==> src/hw/rtl/cdt_pkg.sv <==
// shared types and constants of the chamfer distance transform block
// no dependencies; imported by cdt_ctrl, cdt_datapath, the top level and the testbench
`default_nettype none

package cdt_pkg;

  localparam int DIST_W  = 24;
  localparam int FRAME_W = 9;
  localparam int COORD_W = FRAME_W + 2;

  localparam logic [DIST_W-1:0] DIST_MAX      = 24'hFFFFFF;
  localparam logic [DIST_W-1:0] STEP_STRAIGHT = 24'd256;
  localparam logic [DIST_W-1:0] STEP_DIAGONAL = 24'd362;

  localparam logic [1:0] MODE_LOAD = 2'd0;
  localparam logic [1:0] MODE_RUN  = 2'd1;
  localparam logic [1:0] MODE_READ = 2'd2;

  localparam logic [1:0] REG_FRAME_WIDTH  = 2'd0;
  localparam logic [1:0] REG_FRAME_HEIGHT = 2'd1;
  localparam logic [1:0] REG_WRAP_EDGES   = 2'd2;

  // how the datapath uses the word coming back from the store
  typedef enum logic [2:0] {
    TAG_NONE,
    TAG_HOST,
    TAG_CENTER,
    TAG_STRAIGHT,
    TAG_DIAG
  } tag_t;

  typedef struct packed {
    logic rd_en;
    logic wr_en;
    logic wr_load;
    logic load_unreached;
    logic zero;
    tag_t tag;
  } cdt_cmd_t;

endpackage

`default_nettype wire

==> src/hw/rtl/cdt_ctrl.sv <==
// controller: command decode, scan state machine and store address generation
// depends on cdt_pkg
`default_nettype none

module cdt_ctrl #(
  parameter int MAX_WIDTH  = 256,
  parameter int MAX_HEIGHT = 256
) (
  input  wire logic                                  clk,
  input  wire logic                                  rst_n,
  input  wire logic                                  start,
  output      logic                                  busy,
  input  wire logic [1:0]                            in_mode,
  input  wire logic [7:0]                            in_pixel_x,
  input  wire logic [7:0]                            in_pixel_y,
  input  wire logic [7:0]                            in_alpha,
  input  wire logic [cdt_pkg::FRAME_W-1:0]           frame_width,
  input  wire logic [cdt_pkg::FRAME_W-1:0]           frame_height,
  input  wire logic                                  wrap_edges,
  output      cdt_pkg::cdt_cmd_t                     cmd,
  output      logic [$clog2(MAX_WIDTH*MAX_HEIGHT)-1:0] mem_addr
);
  import cdt_pkg::*;

  localparam int ADDR_W = $clog2(MAX_WIDTH * MAX_HEIGHT);
  localparam logic [2:0] PH_CENTER = 3'd0;
  localparam logic [2:0] PH_WRITE  = 3'd5;

  typedef enum logic [1:0] {ST_IDLE, ST_FWD, ST_BWD} state_t;

  state_t             state_r, state_nxt;
  logic [FRAME_W-1:0] x_r, x_nxt, y_r, y_nxt;
  logic [2:0]         phase_r, phase_nxt;

  logic [FRAME_W-1:0] act_w, act_h;
  logic               host_inside;
  logic               fwd;
  logic signed [COORD_W-1:0] s, dx, dy, nx_raw, ny_raw, nx, ny, act_ws, act_hs;
  logic               out_x, out_y, nb_zero;

  function automatic logic [ADDR_W-1:0] pixel_index(input logic [FRAME_W-1:0] col,
                                                    input logic [FRAME_W-1:0] row);
    return ADDR_W'(row) * ADDR_W'(MAX_WIDTH) + ADDR_W'(col);
  endfunction

  assign act_w = (32'(frame_width) > MAX_WIDTH) ? FRAME_W'(MAX_WIDTH) : frame_width;
  assign act_h = (32'(frame_height) > MAX_HEIGHT) ? FRAME_W'(MAX_HEIGHT) : frame_height;
  assign host_inside = (32'(in_pixel_x) < MAX_WIDTH) && (32'(in_pixel_y) < MAX_HEIGHT);
  assign busy = (state_r != ST_IDLE);
  assign fwd  = (state_r == ST_FWD);

  // neighbour offsets: forward pass looks back, backward pass looks ahead
  assign s = fwd ? -COORD_W'(1) : COORD_W'(1);
  always_comb begin
    case (phase_r)
      3'd1:    begin dx = s;  dy = '0; end
      3'd2:    begin dx = '0; dy = s;  end
      3'd3:    begin dx = s;  dy = s;  end
      3'd4:    begin dx = -s; dy = s;  end
      default: begin dx = '0; dy = '0; end
    endcase
  end

  assign act_ws = $signed({2'b00, act_w});
  assign act_hs = $signed({2'b00, act_h});
  assign nx_raw = $signed({2'b00, x_r}) + dx;
  assign ny_raw = $signed({2'b00, y_r}) + dy;
  assign out_x  = (nx_raw < 0) || (nx_raw >= act_ws);
  assign out_y  = (ny_raw < 0) || (ny_raw >= act_hs);
  assign nb_zero = (out_x || out_y) && !wrap_edges;

  always_comb begin
    nx = nx_raw;
    ny = ny_raw;
    if (nx_raw < 0) nx = nx_raw + act_ws;
    else if (nx_raw >= act_ws) nx = nx_raw - act_ws;
    if (ny_raw < 0) ny = ny_raw + act_hs;
    else if (ny_raw >= act_hs) ny = ny_raw - act_hs;
  end

  // commands to the datapath
  always_comb begin
    cmd = '{rd_en: 1'b0, wr_en: 1'b0, wr_load: 1'b0, load_unreached: 1'b0,
            zero: 1'b0, tag: TAG_NONE};
    mem_addr = '0;
    unique case (state_r) inside
      ST_IDLE: begin
        if (start) begin
          mem_addr = pixel_index({1'b0, in_pixel_x}, {1'b0, in_pixel_y});
          unique case (in_mode)
            MODE_LOAD: begin
              cmd.wr_en          = host_inside;
              cmd.wr_load        = 1'b1;
              cmd.load_unreached = in_alpha[7];
            end
            MODE_READ: begin
              cmd.rd_en = host_inside;
              cmd.zero  = !host_inside;
              cmd.tag   = TAG_HOST;
            end
            default: ;
          endcase
        end
      end
      ST_FWD, ST_BWD: begin
        if (phase_r == PH_CENTER) begin
          mem_addr  = pixel_index(x_r, y_r);
          cmd.rd_en = 1'b1;
          cmd.tag   = TAG_CENTER;
        end else if (phase_r == PH_WRITE) begin
          mem_addr  = pixel_index(x_r, y_r);
          cmd.wr_en = 1'b1;
        end else begin
          mem_addr  = pixel_index(nx[FRAME_W-1:0], ny[FRAME_W-1:0]);
          cmd.rd_en = !nb_zero;
          cmd.zero  = nb_zero;
          cmd.tag   = (phase_r >= 3'd3) ? TAG_DIAG : TAG_STRAIGHT;
        end
      end
      default: ;
    endcase
  end

  always_comb begin
    state_nxt = state_r;
    x_nxt     = x_r;
    y_nxt     = y_r;
    phase_nxt = phase_r;
    unique case (state_r)
      ST_IDLE: begin
        if (start && in_mode == MODE_RUN && act_w != '0 && act_h != '0) begin
          state_nxt = ST_FWD;
          x_nxt     = '0;
          y_nxt     = '0;
          phase_nxt = PH_CENTER;
        end
      end
      ST_FWD: begin
        phase_nxt = phase_r + 3'd1;
        if (phase_r == PH_WRITE) begin
          phase_nxt = PH_CENTER;
          if (x_r == act_w - 1'b1) begin
            x_nxt = '0;
            if (y_r == act_h - 1'b1) begin
              state_nxt = ST_BWD;
              x_nxt     = act_w - 1'b1;
              y_nxt     = act_h - 1'b1;
            end else begin
              y_nxt = y_r + 1'b1;
            end
          end else begin
            x_nxt = x_r + 1'b1;
          end
        end
      end
      ST_BWD: begin
        phase_nxt = phase_r + 3'd1;
        if (phase_r == PH_WRITE) begin
          phase_nxt = PH_CENTER;
          if (x_r == '0) begin
            x_nxt = act_w - 1'b1;
            if (y_r == '0) state_nxt = ST_IDLE;
            else           y_nxt = y_r - 1'b1;
          end else begin
            x_nxt = x_r - 1'b1;
          end
        end
      end
      default: state_nxt = ST_IDLE;
    endcase
  end

  always_ff @(posedge clk) begin
    if (!rst_n) begin
      state_r <= ST_IDLE;
      x_r     <= '0;
      y_r     <= '0;
      phase_r <= PH_CENTER;
    end else begin
      state_r <= state_nxt;
      x_r     <= x_nxt;
      y_r     <= y_nxt;
      phase_r <= phase_nxt;
    end
  end

endmodule

`default_nettype wire

==> config.mk <==
export PLATFORM = sky130hd
export DESIGN_NAME = cdt_ctrl
export DESIGN_NICKNAME = d
export VERILOG_FILES = /design/src/hw/rtl/cdt_pkg.sv /design/src/hw/rtl/cdt_ctrl.sv
export SDC_FILE = /design/constraint.sdc
export NUM_CORES = 1
export LEC_CHECK = 0
export ABC_AREA = 0
export CORE_AREA = 4 4 133 161
export DETAILED_ROUTE_END_ITERATION = 7
export DIE_AREA = 0 0 137 165
export DONT_BUFFER_PORTS = 1
export PLACE_DENSITY = 0.5
export SLEW_MARGIN = 20
export SYNTH_ARGS = -nofsm -noshare
export SYNTH_HDL_FRONTEND = slang
export SYNTH_SLANG_ARGS = --single-unit
==> constraint.sdc <==
create_clock -name clk -period 13.5 [get_ports clk]
set_input_delay 0.675 -clock clk [delete_from_list [all_inputs] [get_ports clk]]
set_output_delay 0.675 -clock clk [all_outputs]
set_load 0.1 [all_outputs]
### Word level (Yosys, flattened, before mapping)

Cells that the tools add are included.

| storage, ports and cells | value |
|---|---|
| word-level logic and storage cells | 126 |
| output and inout port bits | 25 |
| input bits | 48 |
| register bits | 23 |

| operators by class | value |
|---|---|
| equal/unequal tests | 19 |
| reduce and logical (&&, ||, !) cells | 26 |
| $lt $le $gt $ge | 7 |
| add/sub/neg operators | 17 |
| muxes and demuxes | 53 |

Operators by type and width:

| kind | number |
|---|---|
| $mux 9 | 16 |
| $pmux 9 s3 | 2 |
| $mux 16 | 3 |
| $sub 9x1->9 const B | 4 |
| $add 16x9->16 | 2 |
| $pmux 16 s2 | 1 |
| $mux 8 | 3 |
| $add 10x11->11 | 2 |
| $ge 11x10->1 | 2 |
| $lt 11x1->1 const B | 2 |
| $mux 11 | 2 |
| $pmux 11 s2 | 1 |
| $add 9x1->9 const B | 2 |
| $eq 9x9->1 | 2 |
| $gt 9x9->1 const B | 2 |
| $logic_not 9->1 | 2 |
| $reduce_bool 9->1 | 2 |
| $add 16x8->16 | 1 |
| $mux 2 | 8 |
| $mux 3 | 5 |
| $ne 2x1->1 const B | 7 |
| $reduce_and 7->1 | 2 |
| $neg 11->11 | 1 |
| $add 9x9->9 | 1 |
| 28 further kinds | 47 |

### Longest topological paths before layout

Gate-level depths: netlist (run 1).

| logic depth | value |
|---|---|
| depth after elaboration | 13 |
| gate-level depth with buffers | 32 |
| depth with buffers taken out | 28 |

### Worst setup path after synthesis (run 1)

OpenSTA, ideal clock, no wires.

| timing path | value |
|---|---|
| path kind | reg2out |
| from | reg phase_r[0] |
| to | out cmd[7] (netlist name) |
| required time | 12825 ps |
| cell stages (with the launch flop) | 23 |
| arrival time | 7909 ps |
| buffers on the path | 4 |
| slack | 4916 ps |
| cell sequence | dfxtp_1 -> clkbuf_1 -> and2_1 -> ha_1 -> nand2_1 -> o31ai_4 -> buf_2 -> xnor2_1 -> ha_1 -> nor2_1 -> nand2_1 -> mux2i_1 -> xor2_1 -> ha_1 -> clkbuf_1 -> and4b_1 -> o31ai_1 -> a31oi_1 -> or3_1 -> buf_6 -> nor2_2 -> a31oi_1 -> o311ai_0 |

RTL lines:

| what | RTL line | RTL |
|---|---|---|
| from (decl) | cdt_ctrl.sv:33 | `logic [2:0] phase_r, phase_nxt;` |
| from (signal assigned) | cdt_ctrl.sv:183 | `phase_r <= phase_nxt;` |
| to (decl) | cdt_ctrl.sv:20 | `output cdt_pkg::cdt_cmd_t cmd,` |

### Worst setup path after layout (run 1)

| timing path | value |
|---|---|
| from | reg state_r[1] |
| to | out mem_addr[12] |

| between the ends | value |
|---|---|
| longest elaborated chain between the ends | 12 |
| elaborated cells between the ends (all ways) | 26 |
| classes of those cells | add/sub (8); order compare (4); eq/ne (2); mux (10); reduce/logical (2) |

RTL lines:

| what | RTL line | RTL |
|---|---|---|
| from (decl) | cdt_ctrl.sv:31 | `state_t state_r, state_nxt;` |
| from (signal assigned) | cdt_ctrl.sv:180 | `state_r <= state_nxt;` |
| $eq 2x1->1 | cdt_ctrl.sv:50 | `assign fwd = (state_r == ST_FWD);` |
| $mux 11 | cdt_ctrl.sv:53 | `assign s = fwd ? -COORD_W'(1) : COORD_W'(1);` |
| $neg 11->11 | cdt_ctrl.sv:59 | `3'd4: begin dx = -s; dy = s; end` |
| $pmux 11 s2 | cdt_ctrl.sv:55 | `case (phase_r)` |
| $add 10x11->11 | cdt_ctrl.sv:66 | `assign nx_raw = $signed({2'b00, x_r}) + dx;` |
| $sub 9x9->9 / $ge 11x10->1 (equally long branches) | cdt_ctrl.sv:76 | `else if (nx_raw >= act_ws) nx = nx_raw - act_ws;` |
| $mux 9 | cdt_ctrl.sv:76 |  |
| $mux 9 | cdt_ctrl.sv:75 | `if (nx_raw < 0) nx = nx_raw + act_ws;` |
| $add 16x9->16 | cdt_ctrl.sv:43 | `return ADDR_W'(row) * ADDR_W'(MAX_WIDTH) + ADDR_W'(col);` |
| $mux 16 | cdt_ctrl.sv:110 | `end else if (phase_r == PH_WRITE) begin` |
| $mux 16 | cdt_ctrl.sv:106 | `if (phase_r == PH_CENTER) begin` |
| $pmux 16 s2 (*) | cdt_ctrl.sv:86 | `unique case (state_r) inside` |
| to (decl) | cdt_ctrl.sv:21 | `output logic [$clog2(MAX_WIDTH*MAX_HEIGHT)-1:0] mem_addr` |

Every way passes the cells marked *; elsewhere a longest branch is shown, timed or not.

==> flow_summary.yaml, run 1 <==
timing:
  grt_setup_unrepaired: "no"
  drv_slew: 0
  hold_viol: 0
  max_freq_mhz: 121
  period_needed_ns: 8.26
  setup-violations-final: 0
  post-route-period-util: 0.612
  worstMarginPinSlew_ns: 1.14
  fin_skew_ns: 0.00548
  fin_tns_setup_ns: 0
  whs_ns: 0.548
  slew_headroom: 0.240
place:
  dp_hpwl_mm: 15.6
  routabilityCongestion: 0.873
  numPortBuffers: 0
synth:
  synth_cells: 870
  ys_ff_latch: 23
  yosysWarnings: 0
  synth_ff_type: "dfxtp_1"
  synthMostInstantiatedCell: "nor2_1"
  synth_fp_nets: 975
  synthArstFlopShare: 0
  yosysSeqAreaShare: 0.0784
  syn_area_sq_um: 5870
  synth-edff-count: 0
  post_synth_main_area_contributors: "ha_1 (11%), dfxtp_1 (7.8%), xnor2_1 (7.2%)"
  yosys.cell_types.count: 83
  yosysTopAreaCellShare: 0.113
  syn_area_per_cell_sq_um: 6.75
  yosysTopAreaCell: "ha_1"
  synth_common_cells: "nor2_1 (86), nand2_1 (77), a21oi_1 (61), o21ai_0 (58)"
cts:
  clockBufferDepth: 2
  cts_inserted_buffers: 3
  cts_resized: 0
  clock_sinks: 23
  post_cts_buffers: 0
  cts_hold_buffers: 0
  tritoncts: "yes"
  cts_max_level: 1
  cts_root_buf: "clkbuf_16"
  clk_pin_slew_ns: 0.07
  worst_skew_pair.late_latency_ns: 0.26
global_route:
  track_usage: 0.170
  antenna_found_initial: 0
  gr-total-overflow: 0
  grt_max_degree: 21
  grt_pass1_vias: 5794
  grt_pass1_wl_mm: 31.2
drt:
  vias: 6189
  routed_via_density: 5.63
  wl_met1_mm: 8.61
  drc: 0
  highest_layer: "met4"
  wl_met3_um: 844
  wl_met2_mm: 9.71
  wl_mm: 19.5
  first_pass_iters: 5
  drt_iter0_markers: 422
  ant_nets: 0
  wire_per_inst_um: 17.7
worst_setup_path:
  rr_endpoint: "x_r[2]$_SDFFE_PN0P_"
  cp_common_cell: "ha_1"
  critPathMaxFanout: 17
  path_class: "flop to output pin"
  path_cells: "inv_1 -> ha_1 -> inv_2 -> o31ai_4 -> xnor2_1 -> ha_1 -> nor2_1 -> nand2_1 -> mux2i_1 -> xor2_1 -> ha_1 -> and4b_1 -> o31ai_1 -> a31oi_1 -> or3_1 -> nor2_2 -> mux2_2 -> ha_1 -> ha_1 -> inv_1 -> a21oi_1 -> nand2_1 -> xor2_1 -> a221o_1"
  arrival_ns: 7.58
  cp.required_ns: 12.82
  cp-start-kind: "flop"
  path_delay_family: "compound AO/OA/AOI/OAI gates"
  worstReg2RegStart: "state_r[0]$_SDFFE_PN0P_"
  reg2reg_setup_slack_ns: 9.74
  cp_slowest_cell: "a221o_1"
  reg2reg_depth: 10
  worstSetupEndpointType: "output pin"
  critical_path_buf_inv_count: 3
  cp_slowest_stage_delay_ns: 0.81
floorplanning:
  boundaryPins: 73
  start_util: 0.294
  fp-row-count: 57
  dieArea_sq_um: 22600
  die_w_um: 137
  core_area_sq_um: 20000
  fp.dieH_um: 165
power:
  p_leak_nw: 2.55
  power_density_nw_per_um2: 59.0
  ir_drop_v: 0.0000404
layout:
  n_antenna_cell: 0
  syn2layout_area_growth_pct: 7.26
  final_layout_size_suffix_gt1_frac: 0.0599
  final_nets: 941
min_path:
  min_path_type: "primary input to flop"
  hold_path_depth: 1
  hp-start: "rst_n"
  hold_end: "state_r[1]$_SDFFE_PN0P_"
run_status:
  outcome: "finished clean"
run:
  maxCapViolations: 0
stage by stage:
step,power (W),setup slack (ns),utilization,instance area [sq um],std cells
floorplan,0.000249,4.92,-,5870,870
global placement,0.000304,5.60,0.312,6220,1096
detailed placement,0.000304,5.55,0.312,6220,1096
CTS,0.000374,5.24,0.316,6300,1100
global route,0.000393,4.70,0.316,6300,1100
finish,0.000371,5.24,0.316,6300,1100
power breakdown:
part           leakage, nW  switching [W]  internal (W)
clock               0.0409      0.0000278     0.0000400
sequential           0.185     0.00000243     0.0000691
combinational         2.32       0.000166     0.0000666
state kept, by name (all words and copies together), names as in the netlist:
| register | flops |
|---|---|
| state_r | 2 |
| x_r | 9 |
| y_r | 9 |
| phase_r | 3 |
layout by cell type (no fill, tap or decap), types with 23 or more instances in the layout:
cell type / netlist / layout
a21oi_1: 61 / 61
dfxtp_1: 23 / 23
ha_1: 53 / 53
o21ai_0: 58 / 52
inv_1: 53 / 53
nor3_1: 39 / 37
nand2_1: 77 / 77
xnor2_1: 48 / 48
nor2_1: 86 / 84
nand3_1: 30 / 30
worst max-delay path by stage:
stage,start,endpoint,slack (ns),cells after the start
2_1_floorplan,phase_r[0]$_SDFFE_PN0P_,cmd[7],4.92,22
3_3_place_gp,state_r[1]$_SDFFE_PN0P_,mem_addr[12],5.60,24
3_5_place_dp,state_r[1]$_SDFFE_PN0P_,mem_addr[12],5.55,24
4_1_cts,state_r[1]$_SDFFE_PN0P_,mem_addr[12],5.24,24
5_1_grt,state_r[1]$_SDFFE_PN0P_,mem_addr[12],4.70,24
6_report,state_r[1]$_SDFFE_PN0P_,mem_addr[12],5.24,24
cell type report:
cell class	instances	area (sq um)
Fill cell	2258	13700
Multi-Input combinational cell	743	5070
Sequential cell	23	460
Tap cell	265	332
Inverter	56	210
Timing Repair Buffer	9	145
Clock buffer	3	75.1
Clock inverter	1	5.00
worst register-to-register path, stage by stage (launching register included):
cell and delay [ns]:
dfxtp_1 0.36, inv_1 0.09, ha_1 0.30, inv_1 0.70, a31oi_1 0.14, nand2b_1 0.26, nor3_1 0.79, nand3_1 0.54
o22ai_1 0.31, o22ai_1 0.09, o21ai_0 0.10
layer usage:
metal	vias to the layer above	track usage
met5	-	0
met4	0	0.0345
met3	22	0.0235
met2	142	0.307
met1	2919	0.214
li1	3106	-
logic make-up after synthesis:
family | after synthesis | share of synthesized area
simple gates | 344 | 0.302
compound gates | 254 | 0.285
buf+inv | 104 | 0.0696
xor+xnor | 66 | 0.0984
fa+ha+maj | 57 | 0.127
flops | 23 | 0.0784
mux | 22 | 0.0400
Power figures use the tool's default switching activity.
==> run 2, diff against run 1 <==
==> constraint.sdc (replaced) <==
create_clock -name clk -period 7.95 [get_ports clk]
set_input_delay 0.3975 -clock clk [delete_from_list [all_inputs] [get_ports clk]]
set_output_delay 0.3975 -clock clk [all_outputs]
set_load 0.1 [all_outputs]
==> run 2 against run 1 <==
  * Total power is 72% higher
  * Non-clock buffer count rose by 16
  * Critical path depth rose by 2
  * Final cell count rose by 1.5%
  * Worst setup slack got worse by 4.6 ns
  * Largest cell class unchanged
  * Final area rose by 2.5%
  * Critical path type unchanged
  * First-iteration DRC count up 0.71%
  * Utilization up 0.78 points
==> flow_summary.yaml, run 2 (synthesis gave the netlist of run 1 again) <==
run_status:
  outcome: "finished clean"
place:
  routabilityCongestion: 0.910
  place_area_sq_um: 6380
  numPortBuffers: 0
  dp_slack_ns: 0.922
  dp_hpwl_mm: 15.7
layout:
  fin_util: 0.323
  most-common-layout-cells: "nor2_1 (84), nand2_1 (77), a21oi_1 (61)"
  syn2layout_area_growth_pct: 9.93
  mostFrequentLayoutCell: "nor2_1"
  top_regs: "x_r (9), y_r (9), phase_r (3)"
  finalInstanceArea_sq_um: 6460
  n_antenna_cell: 0
  final_nets: 957
  final_layout_size_suffix_gt1_frac: 0.0764
timing:
  worstMarginPinSlew_ns: 1.13
  period_needed_ns: 7.33
  drv_slew: 0
  whs_ns: 0.271
  max_freq_mhz: 136
  post-route-period-util: 0.922
  hold_viol: 0
  setup-violations-final: 0
  grt_setup_unrepaired: "no"
  final.setup.worst_slack_ns: 0.622
  fin_skew_ns: 0.00458
  fin_tns_setup_ns: 0
  slew_headroom: 0.243
drt:
  first_pass_iters: 5
  drt_iter0_markers: 425
  routed_via_density: 5.54
  vias: 6187
  wire_per_inst_um: 17.6
  drc: 0
  ant_nets: 0
  wl_mm: 19.7
floorplanning:
  boundaryPins: 73
  die_w_um: 137
  fp-row-count: 57
  fp.dieH_um: 165
  dieArea_sq_um: 22600
  core_area_sq_um: 20000
  start_util: 0.294
cts:
  clockBufferDepth: 2
  post_cts_buffers: 0
  cts_inserted_buffers: 3
  clock_sinks: 23
  tritoncts: "yes"
  cts_max_level: 1
  clk_pin_slew_ns: 0.07
  cts_root_buf: "clkbuf_16"
  cts_hold_buffers: 0
  worst_skew_pair.late_latency_ns: 0.26
  cts_resized: 0
global_route:
  grt_max_degree: 21
  gr-total-overflow: 0
  grt_pass1_wl_mm: 31.3
  grt_pass1_vias: 6011
  track_usage: 0.170
  antenna_found_initial: 0
worst_setup_path:
  path_class: "flop to output pin"
  worstSetupEndpointType: "output pin"
  critPathMaxFanout: 17
  cp_slowest_stage_delay_ns: 0.62
  cp-start-kind: "flop"
  critical_path_buf_inv_count: 5
  cp_slowest_cell: "or3_1"
  arrival_ns: 6.93
  cp_common_cell: "ha_1"
  cp.required_ns: 7.55
  path_delay_family: "simple AND/OR/NAND/NOR gates"
power:
  power_density_nw_per_um2: 98.8
  p_leak_nw: 2.64
  ir_drop_v: 0.0000694
run:
  maxCapViolations: 0
min_path:
  min_path_type: "primary input to flop"
-- run 2: cell types whose count changed in the layout (fill, tap and decap cells not counted) --
cell / before / now
buf_4: 5 / 18
buf_12: 0 / 4
buf_16: 3 / 1
clkbuf_1: 0 / 1
clkbuf_16: 4 / 5
clkinv_2: 1 / 0
o311ai_2: 1 / 0
o311ai_4: 0 / 1
-- run 2: metal layers --
| metal | GRT usage | share of wire | vias up |
|---|---|---|---|
| met2 | 0.310 | 0.50 | 156 |
| met4 | 0.0436 | 0.022 | 0 |
| met5 | 0 | 0 | - |
| met3 | 0.0198 | 0.044 | 22 |
| li1 | - | - | 3140 |
| met1 | 0.209 | 0.44 | 2869 |
-- run 2: path summary, 6_finish.rpt --
check	slack, ns	cells past startpoint	startpoint	end
worst max-delay path	0.62	26	state_r[1]$_SDFFE_PN0P_	mem_addr[12]
worst min-delay path	0.27	1	rst_n	state_r[1]$_SDFFE_PN0P_
worst max register to register	4.20	10	state_r[0]$_SDFFE_PN0P_	x_r[2]$_SDFFE_PN0P_
worst min register to register	0.56	2	state_r[0]$_SDFFE_PN0P_	state_r[0]$_SDFFE_PN0P_
-- run 2: report_power, final --
group	internal [W]	switching [W]
logic	0.000120	0.000281
clock network	0.0000687	0.0000469
registers	0.000117	0.00000422
total	0.000306	0.000332
-- run 2: area by class of cell --
cell class	count	area (sq um)
fillers	2266	13500
multi-input cells	743	5080
flip-flops and latches	23	460
well taps	265	332
repair buffers	25	293
inverters	56	210
clock buffers	4	78.8
-- run 2: metrics by stage --
stage               power, W  cells
global placement    0.000523   1112
detailed placement  0.000524   1112
CTS                 0.000641   1116
finish              0.000638   1116
floorplan           0.000423    870
global route        0.000672   1116
==> run 3, diff against run 2 <==
--- a/config.mk
+++ b/config.mk
@@ -6,11 +6,11 @@
 export NUM_CORES = 1
 export LEC_CHECK = 0
 export ABC_AREA = 0
-export CORE_AREA = 4 4 133 161
+export CORE_AREA = 4 4 92 112
 export DETAILED_ROUTE_END_ITERATION = 7
-export DIE_AREA = 0 0 137 165
+export DIE_AREA = 0 0 96 116
 export DONT_BUFFER_PORTS = 1
-export PLACE_DENSITY = 0.5
+export PLACE_DENSITY = 0.87
 export SLEW_MARGIN = 20
 export SYNTH_ARGS = -nofsm -noshare
 export SYNTH_HDL_FRONTEND = slang
==> constraint.sdc (replaced) <==
create_clock -name clk -period 7.1 [get_ports clk]
set_input_delay 0.355 -clock clk [delete_from_list [all_inputs] [get_ports clk]]
set_output_delay 0.355 -clock clk [all_outputs]
set_load 0.1 [all_outputs]
==> run 3 against run 2 <==
  * Worst hold slack worse by 0.054 ns
  * Wire length is 10% lower
  * Critical endpoint is now mem_addr[15]
  * Combinational power is 15% higher
  * Register-to-register slack worse by 0.89 ns
  * Total power is 14% higher
  * Largest power group unchanged
  * Final cell count is 13% lower
  * Clock skew is 0.0052 ns higher
  * First-iteration DRC count is 4.0% lower
  * Global-route usage is 14 points higher
  * Critical path type unchanged
  * Die area is 51% lower
==> flow_summary.yaml, run 3 (synthesis gave the netlist of run 1 again) <==
floorplanning:
  fp-row-count: 39
  core_area_sq_um: 9320
  start_util: 0.630
  boundaryPins: 73
  die_w_um: 96
  fp.dieH_um: 116
  dieArea_sq_um: 11100
min_path:
  hold_end: "state_r[1]$_SDFFE_PN0P_"
  hold_path_depth: 1
  min_path_type: "primary input to flop"
  hp-start: "rst_n"
cts:
  clk_pin_slew_ns: 0.07
  worst_skew_pair.late_latency_ns: 0.27
  clockBufferDepth: 2
  tritoncts: "yes"
  cts_max_level: 1
  cts_hold_buffers: 0
  cts_inserted_buffers: 3
  clock_sinks: 23
  cts_root_buf: "clkbuf_16"
worst_setup_path:
  reg2reg_depth: 10
  cp_slowest_cell: "dfxtp_2"
  path_class: "flop to output pin"
  cp_slowest_stage_delay_ns: 0.49
  worstReg2RegStart: "state_r[0]$_SDFFE_PN0P_"
  critical_path_buf_inv_count: 4
  critPathMaxFanout: 14
  cp.required_ns: 6.74
  reg2reg_setup_slack_ns: 3.31
  worstSetupEndpointType: "output pin"
  rr_endpoint: "x_r[2]$_SDFFE_PN0P_"
  cp-start-kind: "flop"
  cp_common_cell: "ha_1"
  arrival_ns: 6.33
  path_delay_family: "simple AND/OR/NAND/NOR gates"
layout:
  syn2layout_area_growth_pct: 8.26
  stdcell_count: 975
  n_antenna_cell: 0
  mostFrequentLayoutCell: "nor2_1"
  final_layout_size_suffix_gt1_frac: 0.0845
  top_regs: "x_r (9), y_r (9), phase_r (3)"
  most-common-layout-cells: "nor2_1 (84), nand2_1 (77), a21oi_1 (61)"
  final_nets: 958
timing:
  max_freq_mhz: 150
  fin_tns_setup_ns: 0
  grt_setup_unrepaired: "no"
  period_needed_ns: 6.68
  worstMarginPinSlew_ns: 1.14
  whs_ns: 0.217
  fin_skew_ns: 0.00978
  hold_viol: 0
  slew_headroom: 0.240
  drv_slew: 0
  post-route-period-util: 0.941
  setup-violations-final: 0
power:
  p_leak_nw: 2.66
  power_density_nw_per_um2: 115
  fin_total_pwr_w: 0.000729
  ir_drop_v: 0.000130
place:
  dpl.cell_count: 971
  routabilityCongestion: 0.973
  dp_hpwl_mm: 13.9
  numPortBuffers: 0
global_route:
  grt_max_degree: 21
  grt_pass1_wl_mm: 28.7
  track_usage: 0.314
  antenna_found_initial: 0
  gr-total-overflow: 0
  grt_pass1_vias: 6313
drt:
  wire_per_inst_um: 18.1
  vias: 6621
  ant_nets: 0
  drt_iter0_markers: 408
  first_pass_iters: 5
  routed_via_density: 6.79
  drc: 0
  wl_mm: 17.7
run:
  maxCapViolations: 0
run_status:
  outcome: "finished clean"
-- run 3: cell count changes in the layout (fill, tap and decap cells not counted), sizes merged --
cell	before	now
buf	23	25
clkinvlp	0	1
clkbuf	6	4
-- run 3: how the worst max path moves through the flow --
stage,start,to,slack (ns),cells past startpoint
detailed placement,phase_r[0]$_SDFFE_PN0P_,mem_addr[12],0.65,31
global placement,phase_r[0]$_SDFFE_PN0P_,mem_addr[12],0.79,30
floorplan,phase_r[0]$_SDFFE_PN0P_,cmd[7],0.02,22
CTS,phase_r[0]$_SDFFE_PN0P_,mem_addr[15],0.31,29
global route,phase_r[1]$_SDFFE_PN0P_,mem_addr[14],0.1,31
finish,phase_r[0]$_SDFFE_PN0P_,mem_addr[15],0.42,29
-- run 3: area by class of cell --
type	count	area, sq um
sequential	23	464
inverter	56	210
clock buffer	3	75.1
multi-input combinational	743	5100
fill	793	2960
timing repair buffer	26	353
tap	123	154
clock inverter	1	7.51
-- run 3: stage by stage --
| step | worst slack [ns] | instance area (sq um) | util |
|---|---|---|---|
| after detailed placement | 0.645 | 6260 | 0.672 |
| final | 0.418 | 6360 | 0.682 |
| after CTS | 0.314 | 6340 | 0.681 |
| after floorplan | 0.0183 | 5900 | - |
| after global routing | 0.0957 | 6360 | 0.682 |
| after global placement | 0.786 | 6260 | 0.672 |
-- run 3: power breakdown --
part	internal [W]	total (W)	switching [W]
clock	0.0000766	0.000130	0.0000536
combinational	0.000144	0.000463	0.000319
sequential	0.000131	0.000136	0.00000469
total	0.000353	0.000729	0.000377
-- run 3: what timing repair did --
action	in CTS	in global routing
gates resized for setup	0	6
endpoints found under the setup margin	0	4
endpoints found under the hold margin	0	0
setup buffers	0	0
-- run 3: metal layers --
layer  vias up  GRT usage  routed length (um)
li1       3131          -                   -
met1      3032      0.360                6710
met2       379      0.549                8620
met3        79     0.0552                1500
met4         0      0.164                 860
met5         -          0                   0
